===== src/hdl/scb_pkg.sv =====
`timescale 1ns / 1ps
package scb_pkg;

	localparam int BUF_SIZE_DEF = 8192;
	localparam int ADDR_W_DEF = $clog2(BUF_SIZE_DEF);

	localparam int CMD_W = 2;
	localparam int CHAR_W = 8;
	localparam int LINE_W = 14;
	localparam int CFG_W = 8;
	localparam int APB_AW = 3;
	localparam int APB_DW = 32;

	localparam logic [CMD_W-1:0] CMD_WRITE = 2'd0;
	localparam logic [CMD_W-1:0] CMD_SCROLL = 2'd1;
	localparam logic [CMD_W-1:0] CMD_READ = 2'd2;

	localparam logic [CHAR_W-1:0] CH_NUL = 8'h00;
	localparam logic [CHAR_W-1:0] CH_BACKSPACE = 8'h08;
	localparam logic [CHAR_W-1:0] CH_NEWLINE = 8'h0A;

	localparam logic [LINE_W-1:0] LINE_MAX_COUNT = 14'd16383;
	localparam logic [CFG_W-1:0] SCREEN_LINES_RST = 8'd25;

	// Word index of the screen_lines register on the APB port.
	localparam logic REG_SCREEN_LINES = 1'b0;

	typedef struct packed {
		logic we;
		logic re;
	} ram_ctl_t;

endpackage


===== src/hdl/scb_apb_regs.sv =====
`timescale 1ns / 1ps
module scb_apb_regs (
	input  logic                        clk,
	input  logic                        arst_n,
	input  logic                        psel,
	input  logic                        penable,
	input  logic                        pwrite,
	input  logic [scb_pkg::APB_AW-1:0]  paddr,
	input  logic [scb_pkg::APB_DW-1:0]  pwdata,
	output logic [scb_pkg::APB_DW-1:0]  prdata,
	output logic                        pready,
	output logic [scb_pkg::CFG_W-1:0]   screen_lines
);

	logic [scb_pkg::CFG_W-1:0] lines_q;
	logic wr_en;

	assign wr_en = psel && penable && pwrite;
	assign pready = 1'b1;

	always_ff @(posedge clk or negedge arst_n) begin
		if (!arst_n) begin
			lines_q <= scb_pkg::SCREEN_LINES_RST;
		end else if (wr_en && paddr[2] == scb_pkg::REG_SCREEN_LINES) begin
			lines_q <= pwdata[scb_pkg::CFG_W-1:0];
		end
	end

	always_comb begin
		prdata = '0;
		if (paddr[2] == scb_pkg::REG_SCREEN_LINES) begin
			prdata = {{(scb_pkg::APB_DW-scb_pkg::CFG_W){1'b0}}, lines_q};
		end
	end

	assign screen_lines = lines_q;

endmodule


===== config.mk =====
export PLATFORM = sky130hd
export DESIGN_NAME = scb_apb_regs
export DESIGN_NICKNAME = d
export VERILOG_FILES = /design/src/hdl/scb_pkg.sv /design/src/hdl/scb_apb_regs.sv
export SDC_FILE = /design/constraint.sdc
export NUM_CORES = 1
export LEC_CHECK = 0
export BUFFER_PORTS_ARGS = -buffer_cell sky130_fd_sc_hd__buf_4
export CELL_PAD_IN_SITES_DETAIL_PLACEMENT = 1
export CELL_PAD_IN_SITES_GLOBAL_PLACEMENT = 2
export CORE_ASPECT_RATIO = 1.5
export CORE_MARGIN = 2
export CORE_UTILIZATION = 13
export CTS_BUF_LIST = sky130_fd_sc_hd__clkbuf_8
export DETAILED_ROUTE_END_ITERATION = 6
export PLACE_DENSITY = 0.75
export SETUP_SLACK_MARGIN = 0.3
export SLEW_MARGIN = 10
export SYNTH_ARGS = -nofsm -noshare
export SYNTH_HDL_FRONTEND = slang
export SYNTH_SLANG_ARGS = --single-unit
export TNS_END_PERCENT = 100

===== constraint.sdc =====
create_clock -name clk -period 0.8 [get_ports clk]
set_input_delay 0.16 -clock clk [delete_from_list [all_inputs] [get_ports clk]]
set_output_delay 0.16 -clock clk [all_outputs]
set_load 0.005 [all_outputs]

Word-level counts from Yosys, hierarchy flattened. Cells that the tools add are included.

Bits in registers: 8. Input port bits: 40. Output and inout bits: 41. Word-level logic and storage cells: 6.

Mux-type cells: 1. Bitwise operators: 1. Reductions and logical operators: 3.

Operators with widths (count): two-way mux 8 bit (1); logical AND 1 bit (3); inverter 1 bit (1).

Depth between registers and ports, before layout.
Word-level depth: 3. Mapped depth: 2. Depth with buffers taken out: 2.

Worst setup path before layout. OpenSTA, ideal clock, no wires.

Kind: reg-to-output. Start point: reg lines_q (netlist bit screen_lines[0]). End point: out prdata[0] (netlist name). Data arrival time: 657 ps. Required time: 640 ps. Path slack: -17 ps. Cell stages (with the launch flop): 2. Buffers on the path: 0. Cell sequence: dfstp_2 -> and2b_2.

Cells in the longest elaborated chain, start to end: 1.

Ends and longest elaborated chain: from (decl) (RTL line scb_apb_regs.sv:15) `logic [scb_pkg::CFG_W-1:0] lines_q;`; from (signal assigned) (RTL line scb_apb_regs.sv:23) `lines_q <= scb_pkg::SCREEN_LINES_RST;`; from (signal assigned) (RTL line scb_apb_regs.sv:25) `lines_q <= pwdata[scb_pkg::CFG_W-1:0];`; two-way mux 8 bit (RTL line scb_apb_regs.sv:31) `if (paddr[2] == scb_pkg::REG_SCREEN_LINES) begin`; to (decl) (RTL line scb_apb_regs.sv:10) `output logic [scb_pkg::APB_DW-1:0] prdata,`.

Every way passes these cells.

Worst setup path after layout.
Start point: reg lines_q (netlist bit screen_lines[3]). End point: out prdata[3] (netlist name).

Same word-level chain as after synthesis.

==> impl_metrics.py <==
metrics = {
    "power": {
        "vdd.ir_drop.worst_mv": 0.9165,
        "p_leak_uw": 0.0005386,
        "power_uw": 1951,
        "power_density_nw_per_um2": 1979,
    },
    "critical_path": {
        "cp_max_fo": 2,
        "timing.rr.start": "screen_lines[1]$_DFFE_PN0P_",
        "max_stage_delay_ps": 530,
        "critical_path_arrival_ps": 980,
        "crit_chain": "and2b_2 > buf_6",
        "end_kind": "output port",
        "cp.required_ps": 640,
        "critical_path_buf_inv_count": 1,
        "r2r_slack_ps": -110,
        "crit_path_top_delay_cell": "dfstp_2",
        "cp_top_family": "flip-flops",
        "worst_setup_path_start_kind": "flip-flop",
        "r2r_end": "screen_lines[1]$_DFFE_PN0P_",
        "reg2reg_depth": 2,
        "critPathKind": "flip-flop to output port",
    },
    "detailed_routing": {
        "drt_drc_violations_left": 6,
        "drtIter0Drc": 12,
        "drtAntennaViolNets": 0,
        "dr.pass1.iters": 6,
        "dr.max_layer_used": "met3",
        "viasPerCell": 3.201,
        "totalWireLength_microns": 1612,
        "met3_length_microns": 190,
        "wl_met1_microns": 484,
        "num_vias": 445,
        "post_drt_wl_per_cell_microns": 11.60,
        "met2_length_microns": 937,
    },
    "clocking": {
        "clockRootBuffer": "clkbuf_8",
        "cts_tree": "done",
        "clkTransAtPathRegs_ps": 50,
        "clock-sinks": 8,
        "clk-insertion-delay-late_ps": 230,
        "cts_buffers": 3,
        "clockBufferDepth": 2,
        "htree_levels": 1,
    },
    "worst_hold_path": {
        "worstHoldPathType": "input port to asynchronous set/reset pin",
    },
    "floorplan": {
        "rows": 29,
        "core-area_sq_um": 4282,
        "die_w_microns": 58.68,
        "die_y_microns": 86.02,
        "start_util": 0.1362,
        "dieArea_sq_um": 5048,
        "ioPinCount": 81,
    },
    "logic_synthesis": {
        "avgSynthCellArea_sq_um": 11.21,
        "synth_cells": 52,
        "synthSimpleGateAreaFrac": 0.1609,
        "synth.cell_area_sq_um": 583.1,
        "synth_adder_area_share": 0,
        "synthMuxAreaShare": 0.1545,
        "synth-compound-area-share": 0,
        "synth_top_family_by_area": "buffers and inverters",
        "synth_cell_types": 7,
        "synth_xor_xnor_area_share": 0,
        "ys_seq_area_frac": 0.3498,
        "synth_top_cell_by_area": "buf_4",
        "yosys_warnings": 0,
        "yosys-top-cells-area": "buf_4, dfrtp_1, mux2_2, dfstp_2, and2b_2",
        "yosys_register_bits": 8,
        "synth_top_cell_area_share": 0.3219,
    },
    "timing": {
        "rsz0062_at_grt": "true",
        "min_period_ps": 1143,
        "timing.final.crit_share": 1.429,
        "hold_viol_final": 8,
        "setup_viol": 19,
        "slew_violations": 0,
        "fin_hold_ws_ps": -258.1,
        "setup_slack_ps": -343.1,
        "clock_skew_ps": 0,
        "fmax_mhz": 874.9,
    },
    "place": {
        "routabilityCongestion": 0.6216,
        "portBuffers": 29,
        "place_hpwl_microns": 1188,
        "place_area_sq_um": 817.0,
        "dp.cells": 133,
        "dp_slack_ps": -198.7,
    },
    "grt": {
        "grt_max_degree": 9,
        "antenna_found_initial": 0,
        "grt_pass1_vias": 474,
        "grt_pass1_wl_microns": 2318,
        "gr-total-overflow": 0,
        "grt.total_usage": 0.06373,
    },
    "run": {
        "cap_violations": 0,
    },
    "cells_and_area": {
        "stdcell_area_sq_um": 985.9,
        "largest_reg_flops": 8,
        "drive_gt1_frac": 0.6667,
        "final_nets": 134,
        "area_growth_pct": 69.10,
        "diodes": 0,
        "final_cells": 139,
    },
    "status": {
        "status": "finished, violations left",
        "violations": "DRC, hold timing, setup timing",
    },
}
layout make-up:
cell class / instances / area [sq um]
Fill cell: 497 / 3296
Timing Repair Buffer: 39 / 379.1
Multi-Input combinational cell: 42 / 300.3
Sequential cell: 8 / 203.9
Tap cell: 46 / 57.56
Clock buffer: 3 / 41.29
Clock inverter: 1 / 3.754
per-layer routing:
metal / GRT usage / vias up
met3: 0.02413 / 0
met5: 0 / -
li1: - / 197
met1: 0.06216 / 208
met2: 0.1175 / 40
met4: 0.02479 / 0
worst max-delay path by stage:
| stage | depth (start not counted) | end | startpoint |
|---|---|---|---|
| finish | 2 | prdata[3] | screen_lines[3]$_DFFE_PN1P_ |
| detailed placement | 3 | screen_lines[5]$_DFFE_PN0P_ | paddr[2] |
| global placement | 3 | screen_lines[1]$_DFFE_PN0P_ | paddr[2] |
| floorplan | 1 | prdata[0] | screen_lines[0]$_DFFE_PN1P_ |
| CTS | 2 | prdata[0] | screen_lines[0]$_DFFE_PN1P_ |
| global route | 2 | prdata[3] | screen_lines[3]$_DFFE_PN1P_ |
cells in the final DEF (no fill, tap or decap):
| master | netlist | final |
|---|---|---|
| mux2_4 | 0 | 6 |
| inv_1 | 0 | 1 |
| buf_4 | 25 | 16 |
| nand4b_4 | 1 | 1 |
| dfstp_2 | 3 | 3 |
| mux2_2 | 8 | 2 |
| dfrtp_1 | 5 | 5 |
| and2b_2 | 8 | 8 |
| conb_1 | 2 | 25 |
| buf_6 | 0 | 23 |
| clkbuf_8 | 0 | 3 |
worst register-to-register path, stage by stage (launching register included):
cell     delay (ps)
dfrtp_1         410
buf_6           130
mux2_4          250
synth_stat cells:
library cell  instances
mux2_2                8
dfstp_2               3
nand4b_4              1
conb_1                2
dfrtp_1               5
buf_4                25
and2b_2               8
what timing repair did:
item | in CTS | in global routing
setup buffers | 0 | 2
endpoints found under the setup margin | 24 | 24
endpoints found under the hold margin | 8 | 8
resized for setup | 26 | 3
cell families after synthesis:
| family | count (synthesis) |
|---|---|
| buffers and inverters | 25 |
| and+or+nand+nor | 9 |
| muxes | 8 |
| DFF | 8 |
| other | 2 |
power breakdown:
part	internal (uW)	leakage, uW	switching (uW)
sequential	520	0.0000915	79.7
clock	333	0.0000269	170
combinational	603	0.000420	245
total	1460	0.000539	494
per-stage QoR:
| stage | TNS (ps) | utilization |
|---|---|---|
| 2_1_floorplan | -51.25 | - |
| 3_3_place_gp | -2104 | 0.1908 |
| 3_5_place_dp | -2306 | 0.1908 |
| 4_1_cts | -4705 | 0.2241 |
| 5_1_grt | -5470 | 0.2303 |
| 6_report | -4729 | 0.2303 |
No activity file was read; power rests on OpenSTA's default activity.
