<file path="src/hdl/scb_pkg.sv">
`timescale 1ns / 1ps
package scb_pkg;

	localparam int BUF_SIZE_DEF = 8192;
	localparam int ADDR_W_DEF = $clog2(BUF_SIZE_DEF);

	localparam int CMD_W = 2;
	localparam int CHAR_W = 8;
	localparam int LINE_W = 14;
	localparam int CFG_W = 8;
	localparam int APB_AW = 3;
	localparam int APB_DW = 32;

	localparam logic [CMD_W-1:0] CMD_WRITE = 2'd0;
	localparam logic [CMD_W-1:0] CMD_SCROLL = 2'd1;
	localparam logic [CMD_W-1:0] CMD_READ = 2'd2;

	localparam logic [CHAR_W-1:0] CH_NUL = 8'h00;
	localparam logic [CHAR_W-1:0] CH_BACKSPACE = 8'h08;
	localparam logic [CHAR_W-1:0] CH_NEWLINE = 8'h0A;

	localparam logic [LINE_W-1:0] LINE_MAX_COUNT = 14'd16383;
	localparam logic [CFG_W-1:0] SCREEN_LINES_RST = 8'd25;

	// Word index of the screen_lines register on the APB port.
	localparam logic REG_SCREEN_LINES = 1'b0;

	typedef struct packed {
		logic we;
		logic re;
	} ram_ctl_t;

endpackage

</file>
<file path="src/hdl/scb_ctrl.sv">
`timescale 1ns / 1ps
module scb_ctrl #(
	parameter int BUF_SIZE = scb_pkg::BUF_SIZE_DEF,
	parameter int AW = $clog2(BUF_SIZE)
) (
	input  logic                        clk,
	input  logic                        arst_n,
	input  logic [scb_pkg::CFG_W-1:0]   screen_lines,
	input  logic                        in_valid,
	output logic                        in_stall,
	input  logic [scb_pkg::CMD_W-1:0]   command,
	input  logic [scb_pkg::CHAR_W-1:0]  char_byte,
	input  logic                        last_of_write,
	input  logic [AW-1:0]               read_address,
	output logic                        out_valid,
	input  logic                        out_stall,
	output logic [scb_pkg::CHAR_W-1:0]  read_data,
	output logic [AW-1:0]               view_start,
	output logic [AW-1:0]               window_start,
	output logic [AW-1:0]               write_pos,
	output scb_pkg::ram_ctl_t           ram_ctl,
	output logic [AW-1:0]               ram_waddr,
	output logic [scb_pkg::CHAR_W-1:0]  ram_wdata,
	output logic [AW-1:0]               ram_raddr,
	input  logic [scb_pkg::CHAR_W-1:0]  ram_rdata
);

	localparam int LW = scb_pkg::LINE_W;
	localparam logic [AW-1:0] LAST_IDX = AW'(BUF_SIZE - 1);

	localparam logic [2:0] ST_CLEAR = 3'd0;
	localparam logic [2:0] ST_IDLE = 3'd1;
	localparam logic [2:0] ST_TRIM0 = 3'd2;
	localparam logic [2:0] ST_SCAN = 3'd3;
	localparam logic [2:0] ST_FIN = 3'd4;

	logic [2:0] state_q;
	logic [AW-1:0] clr_q;
	logic [AW-1:0] wp_q;
	logic [AW-1:0] win_q;
	logic [AW-1:0] view_q;
	logic [LW-1:0] lc_q;
	logic [AW-1:0] p_q;
	logic trim_q;
	logic [scb_pkg::CMD_W-1:0] cmd_q;

	logic out_valid_q;
	logic [scb_pkg::CHAR_W-1:0] rdata_q;
	logic [AW-1:0] view_out_q;
	logic [AW-1:0] win_out_q;
	logic [AW-1:0] wp_out_q;

	logic [scb_pkg::CFG_W-1:0] height;
	logic [LW-1:0] height_w;
	logic [AW-1:0] addr_mod;
	logic [AW-1:0] wp_inc, wp_dec, p_inc, nxt;
	logic hit_nl, scan_done;
	logic [LW-1:0] lc_wr, lc_dec;
	logic out_load;

	function automatic logic [AW-1:0] wrap_inc(input logic [AW-1:0] x);
		wrap_inc = (x == LAST_IDX) ? '0 : x + AW'(1);
	endfunction

	assign height = (screen_lines == '0) ? scb_pkg::CFG_W'(1) : screen_lines;
	assign height_w = {{(LW-scb_pkg::CFG_W){1'b0}}, height};

	assign addr_mod = ({1'b0, read_address} >= (AW+1)'(BUF_SIZE)) ?
		read_address - AW'(BUF_SIZE) : read_address;

	assign wp_inc = wrap_inc(wp_q);
	assign wp_dec = (wp_q == '0) ? LAST_IDX : wp_q - AW'(1);
	assign p_inc = wrap_inc(p_q);

	// The scan pipelines one byte per cycle: ram_rdata is the byte at p_q.
	assign hit_nl = (ram_rdata == scb_pkg::CH_NEWLINE);
	assign scan_done = hit_nl || (p_q == wp_q);
	assign nxt = hit_nl ? p_inc : p_q;

	assign lc_wr = (char_byte == scb_pkg::CH_NEWLINE && lc_q < scb_pkg::LINE_MAX_COUNT) ?
		lc_q + LW'(1) : lc_q;
	assign lc_dec = lc_q - LW'(1);

	assign out_load = (state_q == ST_FIN) && (!out_valid_q || !out_stall);
	assign in_stall = (state_q != ST_IDLE);

	always_comb begin
		ram_ctl = '0;
		ram_waddr = wp_q;
		ram_wdata = char_byte;
		ram_raddr = p_inc;
		case (state_q)
			ST_CLEAR: begin
				ram_ctl.we = 1'b1;
				ram_waddr = clr_q;
				ram_wdata = '0;
			end
			ST_IDLE: begin
				if (in_valid) begin
					case (command)
						scb_pkg::CMD_WRITE: begin
							ram_ctl.we = (char_byte != scb_pkg::CH_BACKSPACE) &&
								(char_byte != scb_pkg::CH_NUL);
						end
						scb_pkg::CMD_SCROLL: begin
							ram_ctl.re = 1'b1;
							ram_raddr = view_q;
						end
						scb_pkg::CMD_READ: begin
							ram_ctl.re = 1'b1;
							ram_raddr = addr_mod;
						end
						default: ;
					endcase
				end
			end
			ST_TRIM0: begin
				ram_ctl.re = 1'b1;
				ram_raddr = win_q;
			end
			ST_SCAN: begin
				if (!scan_done) begin
					ram_ctl.re = 1'b1;
					ram_raddr = p_inc;
				end else if (trim_q && nxt != win_q && lc_dec >= height_w) begin
					ram_ctl.re = 1'b1;
					ram_raddr = nxt;
				end
			end
			default: ;
		endcase
	end

	always_ff @(posedge clk or negedge arst_n) begin
		if (!arst_n) begin
			state_q <= ST_CLEAR;
			clr_q <= '0;
			wp_q <= '0;
			win_q <= '0;
			view_q <= '0;
			lc_q <= '0;
			out_valid_q <= 1'b0;
		end else begin
			if (out_load) begin
				out_valid_q <= 1'b1;
			end else if (!out_stall) begin
				out_valid_q <= 1'b0;
			end
			case (state_q)
				ST_CLEAR: begin
					clr_q <= clr_q + AW'(1);
					if (clr_q == LAST_IDX) begin
						state_q <= ST_IDLE;
					end
				end
				ST_IDLE: begin
					if (in_valid) begin
						case (command)
							scb_pkg::CMD_WRITE: begin
								if (char_byte == scb_pkg::CH_BACKSPACE) begin
									wp_q <= wp_dec;
								end else if (char_byte != scb_pkg::CH_NUL) begin
									wp_q <= wp_inc;
									lc_q <= lc_wr;
								end
								if (last_of_write && char_byte != scb_pkg::CH_BACKSPACE &&
										char_byte != scb_pkg::CH_NUL && lc_wr >= height_w) begin
									state_q <= ST_TRIM0;
								end else if (last_of_write && lc_q >= height_w) begin
									state_q <= ST_TRIM0;
								end else begin
									view_q <= win_q;
									state_q <= ST_FIN;
								end
							end
							scb_pkg::CMD_SCROLL: begin
								state_q <= ST_SCAN;
							end
							default: begin
								state_q <= ST_FIN;
							end
						endcase
					end
				end
				ST_TRIM0: begin
					state_q <= ST_SCAN;
				end
				ST_SCAN: begin
					if (scan_done) begin
						if (!trim_q) begin
							view_q <= (nxt > win_q) ? win_q : nxt;
							state_q <= ST_FIN;
						end else if (nxt == win_q) begin
							// No newline ahead: the window cannot move; the count settles and the view returns to the window.
							lc_q <= height_w - LW'(1);
							view_q <= win_q;
							state_q <= ST_FIN;
						end else begin
							win_q <= nxt;
							lc_q <= lc_dec;
							if (lc_dec < height_w) begin
								view_q <= nxt;
								state_q <= ST_FIN;
							end
						end
					end
				end
				ST_FIN: begin
					if (out_load) begin
						state_q <= ST_IDLE;
					end
				end
				default: begin
					state_q <= ST_IDLE;
				end
			endcase
		end
	end

	always_ff @(posedge clk) begin
		if (state_q == ST_IDLE && in_valid) begin
			cmd_q <= command;
			trim_q <= (command == scb_pkg::CMD_WRITE);
			p_q <= view_q;
		end else if (state_q == ST_TRIM0) begin
			p_q <= win_q;
		end else if (state_q == ST_SCAN) begin
			p_q <= scan_done ? nxt : p_inc;
		end
		if (out_load) begin
			rdata_q <= (cmd_q == scb_pkg::CMD_READ) ? ram_rdata : '0;
			view_out_q <= view_q;
			win_out_q <= win_q;
			wp_out_q <= wp_q;
		end
	end

	assign out_valid = out_valid_q;
	assign read_data = rdata_q;
	assign view_start = view_out_q;
	assign window_start = win_out_q;
	assign write_pos = wp_out_q;

endmodule

</file>
<file path="config.mk">
export PLATFORM = sky130hd
export DESIGN_NAME = scb_ctrl
export DESIGN_NICKNAME = d
export VERILOG_FILES = /design/src/hdl/scb_pkg.sv /design/src/hdl/scb_ctrl.sv
export SDC_FILE = /design/constraint.sdc
export NUM_CORES = 1
export LEC_CHECK = 0
export BUFFER_PORTS_ARGS = -buffer_cell sky130_fd_sc_hd__buf_2
export CORE_UTILIZATION = 65
export CTS_BUF_LIST = sky130_fd_sc_hd__clkbuf_4
export DETAILED_ROUTE_END_ITERATION = 12
export PLACE_DENSITY = 0.89
export SLEW_MARGIN = 10
export SYNTH_ARGS = -nofsm -noshare
export SYNTH_HDL_FRONTEND = slang
export SYNTH_SLANG_ARGS = --single-unit
</file>
<file path="constraint.sdc">
create_clock -name clk -period 15.95 [get_ports clk]
set_input_delay 4.785 -clock clk [delete_from_list [all_inputs] [get_ports clk]]
set_output_delay 4.785 -clock clk [all_outputs]
set_load 0.005 [all_outputs]
</file>
# Yosys cells after proc, flatten, opt, wreduce, memory -nomap -nowiden
# Index checks and enable logic that the tools add are counted.
word_totals:
  regBits: 133
  out_inout_bits: 85
  elab_cells: 143
classes:
  n_addsub: 7
  magnitude_cmp: 6
  n_eq_ne: 30
  muxes: 57
  bitwise_logic: 1
  reduce_logical: 28
ops:
  columns: ["op", "count"]
  rows:
  - ["13-bit two-way mux", 23]
  - ["14-bit two-way mux", 8]
  - ["13-bit case mux with 2 select lines", 2]
  - ["14-bit by 8-bit >= comparator with 1-bit output", 3]
  - ["13-bit by 1-bit adder with 13-bit output, second input constant", 3]
  - ["13-bit equality test, second input constant", 3]
  - ["13-bit case mux with 3 select lines", 1]
  - ["14-bit case mux with 2 select lines", 1]
  - ["3-bit two-way mux", 9]
  - ["13-bit equality test", 2]
  - ["8-bit by 4-bit equality test with 1-bit output, second input constant", 3]
  - ["2-bit inequality test, second input constant", 9]
  - ["8-bit two-way mux", 2]
  - ["3-bit case mux with 5 select lines", 1]
  - ["14-bit by 1-bit adder with 14-bit output, second input constant", 1]
  - ["14-bit less-than comparator, second input constant", 1]
  - ["14-bit by 8-bit less-than comparator with 1-bit output", 1]
  - ["7-bit AND reduction", 2]
  - ["14-bit by 1-bit subtractor with 14-bit output, second input constant", 1]
  - ["13-bit greater-than comparator", 1]
  - ["13-bit logical NOT", 1]
  - ["13-bit inequality test", 1]
  - ["13-bit by 1-bit subtractor with 13-bit output, second input constant", 1]
  - ["1-bit logical AND", 10]
  - ["27 further kinds", 39]

# Longest topological paths before layout
# Gate-level depths: netlist of run 1.
logic_depth:
  word_depth: 9
  ltp_mapped: 16

# Least setup slack after synthesis of run 1
# No wires, ideal clock.
synth_timing:
  kind: "input port to output port"
  startpoint: "input ram_rdata[5] in the netlist's numbering"
  endpoint: "output ram_raddr[7]"
  arrival_ns: 7.924
  setup_slack_ns: 3.241
  stages: 13
  n_path_buf: 1
  cell_sequence: "or4_1 -> nor2_1 -> o21ai_0 -> nand2_1 -> o21ai_0 -> ha_1 -> nand4_1 -> nor4_2 -> nor2b_1 -> o211ai_1 -> buf_2 -> nor3_1 -> nor3_1"
synth_via:
  elab_chain_len: 8
  word_cells_on_any_way: 9
  classes_between: "eq/ne: 2; mux: 4; reduce/logical: 3"
synth_rtl:
  columns: ["item", "line", "text"]
  rows:
  - ["from (decl)", "scb_ctrl.sv:25", "input logic [scb_pkg::CHAR_W-1:0] ram_rdata"]
  - ["8-bit by 4-bit equality test with 1-bit output", "scb_ctrl.sv:76", "assign hit_nl = (ram_rdata == scb_pkg::CH_NEWLINE);"]
  - ["13-bit two-way mux", "scb_ctrl.sv:78", "assign nxt = hit_nl ? p_inc : p_q;"]
  - ["via nxt[11]", "scb_ctrl.sv:56", "logic [AW-1:0] wp_inc, wp_dec, p_inc, nxt;"]
  - ["13-bit inequality test", "scb_ctrl.sv:125", "end else if (trim_q && nxt != win_q && lc_dec >= height_w) begin"]
  - ["1-bit logical AND (2 in a row)", "scb_ctrl.sv:125", null]
  - ["13-bit two-way mux", "scb_ctrl.sv:125", null]
  - ["13-bit two-way mux", "scb_ctrl.sv:122", "if (!scan_done) begin"]
  - ["13-bit case mux with 3 select lines", "scb_ctrl.sv:92", "case (state_q)"]
  - ["to (decl)", "scb_ctrl.sv:24", "output logic [AW-1:0] ram_raddr,"]
# The timed path passes the listed nets, and every way through them passes these cells.

# Worst setup path in the final report of run 1
layout_timing:
  startpoint: "input ram_rdata[5] in the netlist's numbering"
  endpoint: "output ram_raddr[11]"
# Same word-level chain as after synthesis.

==> results of run 1 <==
[per-layer routing]
layer / vias up / part of all wire, %
li1: 4081 / -
met1: 4198 / 37
met2: 751 / 45
met3: 152 / 13
met4: 0 / 5.2
met5: - / 0
[stage by stage]
stage	cell area [um2]	utilization, %	hold WS [ns]	power [uW]	setup WS (ns)
after floorplan	9520	-	0.423	1280	3.24
after global placement	10200	72.4	0.474	1550	2.51
after detailed placement	10200	72.4	0.481	1580	2.48
after CTS	10500	74.6	0.497	1840	2.47
after global routing	10500	74.6	0.531	1990	2.05
final	10500	74.6	0.499	1870	2.35
[power groups by stage]
stage | Clock [uW] | Sequential, uW | Combinational, uW
after floorplan | 0 | 533 | 747
after detailed placement | 0 | 656 | 925
after CTS | 251 | 648 | 936
after global routing | 265 | 669 | 1050
final | 252 | 660 | 959
after global placement | 0 | 652 | 900
[Yosys cell counts (6+ instances only)]
master     count
a211oi_1      15
a21o_1        12
a21oi_1       78
a221oi_1       7
a22oi_1       12
a2bb2oi_1     10
a31oi_1       15
and2_1        13
and3_1        14
buf_2         11
clkbuf_1      49
dfrtp_1       70
edfxtp_1      63
ha_1          47
inv_1         52
mux2_2        22
mux2_4        10
mux2i_1       14
nand2_1       83
nand2b_1       8
nand3_1       29
nand4_1       27
nor2_1        80
nor2b_1       13
nor3_1        25
nor4_1        13
o211ai_1       7
o21ai_0       71
o22ai_1        6
o41ai_1        7
or2_2          8
or3_1          8
or4_1          8
xnor2_1       36
xor2_1        27
[worst max-delay path: stages]
cell and delay [ns]:
buf_2 0.10, or4_1 0.58, nor2_1 0.73, nand2_1 0.09, o21ai_0 0.52, ha_1 0.36, nand2_1 0.08, nor4_2 0.05
buf_4 0.20, nor2b_1 0.31, o211ai_1 0.14, buf_4 0.24, a21o_1 0.18, a22oi_1 0.27, buf_2 0.17
[cell families (layout without fill, tap and decap cells)]
kind of cell	after synthesis	after routing	synth area share, %
simple gates	343	343	18.3
other cells	0	1	0
fa+ha+maj	47	47	6.18
flops	133	133	38.3
compound gates	297	297	20.4
mux	47	47	5.77
xor+xnor	63	63	5.80
buf+inv	122	226	5.27
[state kept, by name (all words and copies together) (netlist names), 2 cells and up]
register / flops
view_q: 13
win_q: 13
state_q: 3
write_pos: 13
lc_q: 14
clr_q: 13
p_q: 13
read_data: 8
wp_q: 13
view_start: 13
cmd_q: 2
window_start: 13
[final timing paths]
path / end / cells after the start
worst max-delay path: ram_raddr[11] / 15
worst min-delay path: clr_q[12]$_DFFE_PN0P_ / 1
worst max register to register: view_q[3]$_DFFE_PN0P_ / 14
worst min register to register: clr_q[12]$_DFFE_PN0P_ / 1
max in group asynchronous: clr_q[11]$_DFFE_PN0P_ / 2
min in group asynchronous: view_q[5]$_DFFE_PN0P_ / 2
[cell type report]
cell class                      count  share of cell area (%)
Multi-Input combinational cell    797                    51.4
Sequential cell                   133                    34.7
Timing Repair Buffer              140                    6.95
Tap cell                          180                    2.14
Inverter                           54                    1.93
Clock inverter                     12                    1.49
Clock buffer                       20                    1.43
Antenna cell                        1                  0.0238
==> run summary, run 1 <==
The run finished with clean final reports. The quantity of gates resized following cts came out at 0. The synthesized instance count came out at 1052. The pin count of the biggest net entering global routing is 71. Combinational cells account for 51.2% of the total power. The routed design has 28.7 mm of wire. The switching share of power came out at 46.9%. The startpoint kind of the worst setup timing path is an input port. The via count of the first global-routing pass is 8548. met2 is the most crowded layer.

Dividing the detail-routed wire length by the instance count gives 21.5 um. After synthesis, the netlist uses 80 different library cells. In the post-synthesis netlist, the biggest area contributors are edfxtp_1 20%, dfrtp_1 18%, ha_1 6.2%. The endpoint class of the critical path is an output pin. Data on the critical path is required at its endpoint by 11.17 ns. The area taken by multi-input logic gates is 5400 um2. The part of the power in registers is 35.3%. The number of nets at the end of the flow came out at 1234. The total of flip-flops plus latches after synthesis came out at 133. The dominant register cell in the synthesized netlist is dfrtp_1.

In this run the critical register-to-register path is launched from p_q[0]$_DFFE_PP_. The sequential fraction of the synthesis area came out at 38.3%. The estimated wirelength of the detail-placed design is 20.1 mm. The library cell used most frequently in the layout, excluding fill and tap cells, is buf_2. The number of buffers added for setup after CTS came out at 0. The TritonCTS sink count is 133. The startpoint identified for the worst hold timing path is clr_q[12]$_DFFE_PN0P_. The insertion delay of the later-clocked pin in the worst-skew pair came out at 0.58 ns. The number of buffers on the longest clock path is 2.

The clock network accounts for 13.5% of the total power. The average footprint of a synthesized cell came out at 9.05 um2. The routability-driven placement congestion ratio is 1.01. The final setup violation count came out at 0. The die is 123 um tall. The internal power of the cells is 994 uW. After synthesis, the share of flip-flops with an asynchronous set or reset is 52.6%. The worst supply voltage drop on vdd is 0.0791 mV. The total global-route track usage came out at 39.6%. The post-synthesis to final-layout area growth is 10.4%.

For the finished layout, the period the worst path requires is 13.60 ns. The tree is rooted in a clkbuf_4. The analysis attributes to net switching a power of 878 uW.

The most critical setup path has its startpoint at ram_rdata[5]. The number of hold violations in the final report was 0. The number of H-tree levels is 4. In the final layout, flip-flops and latches occupy 3640 um2. 129 I/O pins were placed. TritonCTS built the clock tree. The core box area is 14100 um2. The die covers 15100 um2. The detailed router's first-iteration violation count is 1286. Measured along the x axis, the die boundary spans 123 um. The power density relative to cell area is 178 nW/um2. The post-cts hold buffer count is 0. The transition time at the pin with the least slew margin came out at 1.11 ns. The number of clock buffers inserted by TritonCTS came out at 17.

The library cells used most frequently in the layout, excluding fill and tap cells, are 128 x buf_2, 83 x nand2_1, 80 x nor2_1, 77 x a21oi_1, 71 x o21ai_0. The met2 global-route usage is 61.7%. The met1 track demand over resource came out at 51.3%.

The layout has 1032 filler cells. The total negative slack for setup checks is 0 ns. The share of synthesized area in the top cell type comes to 19.9%. The final global-route overflow total is 0. The floorplan has 43 rows. STA puts the critical path data arrival time at 8.82 ns. The met3 track demand over resource in global routing is 9.13%. Summed over all instances, the cell type with the most area after synthesis is edfxtp_1. Clock-pin slew was measured on the worst setup and hold paths at 0.12 ns.

The clock arrives with 0.0178 ns of skew. The effective utilization at floorplan came out at 67.5%. The vias after detailed routing is 9182. The finished layout holds 1337 standard cells, fillers aside. The worst-path maximum fanout came out at 21.

Setup repair after global routing left no endpoint under its margin. The remaining antenna violation count after routing came out at 0. Yosys mapped a number of flops with a built-in enable equal to 63. The leakage dissipation is 0.00433 uW. The net count after synthesis is 1143. After detailed routing, the number of remaining DRC violations is 0. The ratio of final minimum period to clock period came out at 85.3%.

The count of max-cap constraint violations is 0. The count of placed standard cells including taps is 1304. The maximum clock frequency came out at 73.5 MHz. The type of the tightest min-delay check is register to register. The count of final max-slew check failures came out at 0. The yosys synthesis warning count is 0. In this run the register-to-register setup slack is 10.74 ns. The first TritonRoute pass finished after 6 iterations. The type of the worst setup path is input port to output pin.

The initial antenna violation count is 1. In this run the tool buffered the top-level ports with 128 buffer cells. The area of the mapped netlist is 9520 um2. Measured against its own limit, the worst slew margin works out to 26.1%. The detail-routed via count per cell came out at 6.87.

The fraction of final layout cells with drive strength greater than 1 came out at 19.9%. The first global-routing pass estimated 45.1 mm of wire.
Power figures use the tool's default switching activity.
==> run 2: changes to the inputs <==
==> constraint.sdc (replaced) <==
create_clock -name clk -period 15.95 [get_ports clk]
set_input_delay 3.19 -clock clk [delete_from_list [all_inputs] [get_ports clk]]
set_output_delay 3.19 -clock clk [all_outputs]
set_load 0.005 [all_outputs]
==> run 2 against run 1 <==
Fmax up 30%. Setup slack better by 3.1 ns. Final area about the same. Power down 0.28%. Hold slack worse by 0.0018 ns. Register-to-register slack about the same. Critical endpoint unchanged.
==> run summary, run 2 (same netlist as run 1, synthesis figures left out) <==
Before antenna repair, the detailed router went through 8 iterations. The clock-pin slew of the registers on the worst-case setup and hold paths is 0.12 ns. The number of H-tree levels came out at 4.

The vias after detailed routing came out at 9141. The area taken by multi-input logic gates came out at 5400 um2. The setup slack of the critical path after layout came out at 5.49 ns. The number of hold violations in the final report was 0.

The number of buffers added for setup after CTS is 0. Setup repair after global routing left no endpoint under its margin. The startpoint identified for the worst register-to-register timing path is p_q[0]$_DFFE_PP_.

In this run the most critical hold path is launched from clr_q[11]$_DFFE_PN0P_. The remaining antenna violation count after routing came out at 0. From left edge to right edge, the die measures 123 um. The quantity of gates resized following cts came out at 0.

In this run the worst path has a maximum fanout of 21. For this design the ratio of total power to cell area is 177 nW/um2. Fill cells in the final layout number 1054. The startpoint kind of the worst setup timing path is an input port.

The initial antenna violation count came out at 2. The fraction of final layout cells with drive strength greater than 1 came out at 19.8%. The type of the worst setup path is input port to output pin. The first global-routing pass estimated 44.0 mm of wire.

The internal reg-to-reg setup slack is 10.74 ns. The via count of the first global-routing pass is 8420. The detail-routed via count per cell is 6.83. In the global route stage, overall resource usage came out at 38.7%.

The flow ran to the end, and the final reports show no timing, DRC or antenna violations. The count of boundary I/O pins is 129. The placement-stage worst setup slack came out at 5.68 ns. The detailed router finished its first iteration with 1037 violations. For this design, the CTS-stage hold fixing added 0 buffers.

The cell depth of the worst min-delay path came out at 1. The estimated wirelength of the detail-placed design is 20.0 mm. TritonCTS built the clock tree. The headroom to the max-slew limit is 27.1%. The core box area is 14100 um2. The post-route DRC violation count is 0.

After floorplanning, the core was divided into 43 placement rows. The tightest min-delay check is of the register to register type. The library cell used most frequently in the layout, excluding fill and tap cells, is buf_2. The storage element area came out at 3640 um2. The number of cells on the worst reg-to-reg path is 14. The number of buffers on the longest clock path came out at 2. The effective utilization at floorplan came out at 67.5%. The floorplan die area is 15100 um2.

The flip-flop count of the largest register after layout came out at 14. The number of clock buffers inserted by TritonCTS came out at 17. The leakage dissipation came out at 0.00434 uW. The worst path required time is 12.76 ns.

The total overflow left after global routing is 0. Clock latency on the worst-skew pair, taken at its later pin, is 0.58 ns. The endpoint identified for the worst register-to-register timing path is view_q[3]$_DFFE_PN0P_. The post-synthesis to final-layout area growth is 10.5%.

The total negative slack for setup checks came out at 0 ns. The transition time at the pin with the least slew margin came out at 1.08 ns. The count of final max-slew check failures came to 0. STA classifies the critical path endpoint as an output pin.

Leaving out fill and tap cells, the most frequent cells in the layout are 128 x buf_2, 83 x nand2_1, 80 x nor2_1, 77 x a21oi_1, 71 x o21ai_0. The routability-driven placement congestion ratio is 1.00. lc_q holds more flip-flops than any other register. The TritonCTS sink count came out at 133. For this run, the post-layout net count is 1234. For hold timing, the worst endpoint is clr_q[11]$_DFFE_PN0P_. Across the routed clock network, the largest skew measured is 0.0243 ns. Summed over all layers, the routed wires come to 28.3 mm. Entering global routing, the biggest net connects 71 pins.

Data arrives at the worst endpoint at 7.27 ns. The final setup violation count is 0. After layout, the worst path uses 65.6% of the clock period. The worst supply voltage drop on vdd is 0.0983 mV.

The time the worst path needs with I/O delays and setup came out at 10.46 ns. Based on the critical path, the design can be clocked at up to 95.6 MHz. In this run the tool buffered the top-level ports with 128 buffer cells.

The tool flagged a number of max-cap violations equal to 0. The die height is 123 um. The cell at the root of the clock tree is clkbuf_4. Dividing the detail-routed wire length by the instance count gives 21.1 um.
[run 2: worst max-delay path, cell delays in order]
cell and delay (ns):
buf_2 0.10, or4_1 0.59, nor2_1 0.80, nand2_1 0.09, o21ai_0 0.47, ha_1 0.37, nand4_1 0.11, nor4_2 0.05
buf_4 0.21, nor2b_1 0.32, o211ai_1 0.14, buf_4 0.24, a21o_1 0.18, a22oi_1 0.25, buf_2 0.17
[run 2: layout make-up]
cell class,count,share of cell area (%)
Timing Repair Buffer,140,6.95
Antenna cell,2,0.0476
Clock buffer,18,1.28
Inverter,54,1.93
Clock inverter,14,1.67
Multi-Input combinational cell,797,51.3
Sequential cell,133,34.6
Tap cell,180,2.14
[run 2: worst max-delay path by stage]
stage | start | endpoint | slack, ns | cells past startpoint
global placement | ram_rdata[5] | ram_raddr[11] | 5.71 | 16
finish | ram_rdata[5] | ram_raddr[11] | 5.49 | 15
floorplan | ram_rdata[5] | ram_raddr[7] | 6.43 | 13
CTS | ram_rdata[5] | ram_raddr[11] | 5.65 | 15
detailed placement | ram_rdata[5] | ram_raddr[11] | 5.68 | 15
global route | ram_rdata[5] | ram_raddr[9] | 5.27 | 16
[run 2: metal layers]
metal | GRT usage [%] | up-vias | part of all wire (%)
met5 | 0 | - | 0.039
met4 | 20.6 | 2 | 5.1
met3 | 10.3 | 149 | 12
met2 | 61.2 | 688 | 45
met1 | 48.5 | 4230 | 38
li1 | - | 4072 | -
[run 2: through the flow]
step / std cells / utilization (%) / total power, uW / hold slack (ns) / instance area (um2)
3_3_place_gp: 1304 / 72.4 / 1550 / 0.473 / 10200
2_1_floorplan: 1052 / - / 1280 / 0.423 / 9520
4_1_cts: 1336 / 74.6 / 1830 / 0.499 / 10500
6_report: 1338 / 74.6 / 1870 / 0.498 / 10500
5_1_grt: 1337 / 74.6 / 1980 / 0.529 / 10500
3_5_place_dp: 1304 / 72.4 / 1580 / 0.482 / 10200
[run 2: power by group]
part / switching, uW / internal, uW
sequential: 194 / 468
clock: 139 / 112
combinational: 542 / 412
==> run 3: changes to the inputs <==
--- a/config.mk
+++ b/config.mk
@@ -6,10 +6,10 @@
 export NUM_CORES = 1
 export LEC_CHECK = 0
 export BUFFER_PORTS_ARGS = -buffer_cell sky130_fd_sc_hd__buf_2
-export CORE_UTILIZATION = 65
+export CORE_UTILIZATION = 55
 export CTS_BUF_LIST = sky130_fd_sc_hd__clkbuf_4
 export DETAILED_ROUTE_END_ITERATION = 12
-export PLACE_DENSITY = 0.89
+export PLACE_DENSITY = 0.8
 export SLEW_MARGIN = 10
 export SYNTH_ARGS = -nofsm -noshare
 export SYNTH_HDL_FRONTEND = slang
==> constraint.sdc (replaced) <==
create_clock -name clk -period 9.6 [get_ports clk]
set_input_delay 1.92 -clock clk [delete_from_list [all_inputs] [get_ports clk]]
set_output_delay 1.92 -clock clk [all_outputs]
set_load 0.005 [all_outputs]
==> run 3 against run 2 <==
Largest cell class unchanged. Clock-buffer cell count up 1. Final area increased by 0.50%. Routed wire length rose by 1.8%. First-iteration DRC count is 8.3% lower. Non-clock buffer count did not move. Critical path type unchanged. Critical path depth unchanged.
==> run summary, run 3 (same netlist as run 1, synthesis figures left out) <==
The top register by number of flip-flops is lc_q. The final setup violation count came out at 0. The pin count of the biggest net entering global routing came out at 71. The storage element area came out at 3640 um2. For this design, the slowest cell found on the critical path is or4_1.

The leakage dissipation came out at 0.00436 uW. The longest clock path from root to sink contains 2 buffers. For the worst setup path, the data required time is 7.68 ns. The TritonCTS sink count is 133.

The insertion delay of the later-clocked pin in the worst-skew pair came out at 0.59 ns. The top cell types in the final layout, fill and taps aside, are 127 x buf_2, 83 x nand2_1, 80 x nor2_1, 77 x a21oi_1, 71 x o21ai_0. The startpoint kind of the worst setup timing path is an input port. The chip width is 134 um. The worst supply voltage drop on vdd came out at 0.126 mV.

Setup repair after global routing left no endpoint under its margin. The floorplan die area is 17800 um2. The ratio of final minimum period to clock period came out at 79.7%. The floorplan has 47 rows.

The critical path buffer and inverter count came out at 4. For this block, the via count after detailed routing is 8954. The signal on the critical path passes through buf_2 > or4_1 > or2_0 > nor2_1 > xnor2_1 > ha_1 > nand4_1 > nor4_2 > buf_4 > nor2b_1 > o211ai_1 > buf_4 > o21ai_0 > a2bb2oi_1 > buf_2. The first-pass iteration count of the detailed router is 6. In the routed layout, each cell is associated on average with a via count of 6.50. The transition time at the pin with the least slew margin came out at 1.16 ns. The flow ran to the end, and the final reports show no timing, DRC or antenna violations.

The floorplan step defined a core boundary enclosing 16800 um2. Static timing analysis puts the maximum clock frequency at 131 MHz. The number of H-tree levels came out at 4.

The detailed router's first-iteration violation count came out at 951. The post-synthesis to final-layout area growth is 11.0%. The final global-route overflow total came out at 0.

The total wire length came out at 28.8 mm. The worst clock skew is 0.0199 ns. The layout filler cell count came out at 1415. The first global-routing pass estimated 44.7 mm of wire. The count of boundary I/O pins came out at 129. The initial antenna violation count was 1. After detailed routing, the number of remaining DRC violations is 0.

The worst-path maximum fanout came out at 21. The fraction of final layout cells with drive strength greater than 1 came out at 19.9%. Dividing the detail-routed wire length by the instance count gives 20.9 um. The type of the worst setup path is input port to output pin. STA classifies the critical path endpoint as an output pin. The remaining antenna violation count after routing is 0. After clock tree synthesis, the clock-pin slew on the worst setup and hold paths is 0.13 ns. The kind of cell with the highest combined delay along the critical path is simple AND/OR/NAND/NOR gates. The total of buffers placed on input and output ports came out at 128. For the worst setup path, the data arrival time is 5.73 ns. The effective utilization at floorplan came out at 56.8%. The number of nets at the end of the flow is 1234. Leaving out fill and tap cells, the most frequent cell in the layout is buf_2. The via count of the first global-routing pass came to 8068. The post-route non-filler standard cell count came out at 1377. The number of clock buffers inserted by TritonCTS is 17. The die height came out at 134 um. Buffers inserted to repair hold after CTS numbered 0. The count of final max-slew check failures came out at 0. The total negative slack for setup checks came out at 0 ns. The power density relative to cell area is 294 nW/um2. The number of buffers added for setup after CTS came out at 0. The estimated wirelength of the detail-placed design is 20.4 mm.

Including well taps, the total number of placed cells is 1344. The area taken by multi-input logic gates is 5400 um2. The cell at the root of the clock tree is clkbuf_4.

The routability-driven placement congestion ratio is 0.946. The quantity of gates resized following cts came out at 0. The count of max-cap constraint violations is 0.

The min-delay analysis places its worst path in the category register to register. The headroom to the max-slew limit is 22.5%. The total global-route track usage came out at 32.8%.

The time the worst path needs with I/O delays and setup came out at 7.65 ns. The clock tree from TritonCTS is yes. On the worst path, the slowest cell contributes a delay of 0.58 ns. The flip-flop count of the largest register after layout came out at 14.

The number of hold violations in the final report came out at 0.
[run 3: report_power, final]
group	switching (uW)	total [uW]	internal, uW
Clock	236	428	191
Combinational	905	1590	687
Sequential	308	1090	777
[run 3: through the flow]
step                      total power (uW)  util, %  area [um2]  setup WS (ns)  hold WS (ns)
after floorplan                       2130        -        9520           2.62         0.423
after global placement                2610     61.2       10300           2.09         0.471
after detailed placement              2640     61.2       10300           2.09         0.479
after CTS                             3070     63.1       10600           2.07         0.508
after global routing                  3300     63.1       10600           1.59         0.529
final                                 3110     63.1       10600           1.95         0.510
[run 3: path summary, 6_finish.rpt]
check,from,endpoint,slack (ns),depth (start not counted)
worst max-delay path,ram_rdata[5],ram_raddr[12],1.95,15
worst min-delay path,clr_q[7]$_DFFE_PN0P_,clr_q[7]$_DFFE_PN0P_,0.51,1
worst max register to register,p_q[0]$_DFFE_PP_,view_q[10]$_DFFE_PN0P_,3.85,14
worst min register to register,clr_q[7]$_DFFE_PN0P_,clr_q[7]$_DFFE_PN0P_,0.51,1
max in group asynchronous,arst_n,lc_q[0]$_DFFE_PN0P_,7.47,1
min in group asynchronous,arst_n,win_q[4]$_DFFE_PN0P_,1.47,1
[run 3: layout make-up]
class / instances / share of cell area, %
Antenna cell: 1 / 0.0237
Clock buffer: 19 / 1.35
Clock inverter: 13 / 1.61
Inverter: 54 / 1.92
Multi-Input combinational cell: 797 / 51.1
Sequential cell: 133 / 34.5
Tap cell: 220 / 2.60
Timing Repair Buffer: 140 / 6.94
[run 3: metal layers]
layer	global-route usage [%]	part of all wire, %
met5	0	0
met4	15.5	4.5
met3	6.01	9.0
met2	52.2	46
met1	43.2	40
[run 3: worst register-to-register path, delay by kind of cell (launching register included)]
kind	cells	cell delay [ns]
flops	1	0.64
fa+ha+maj	2	0.83
simple gates	5	2.20
mux	2	0.70
buf+inv	1	0.30
compound gates	4	0.97
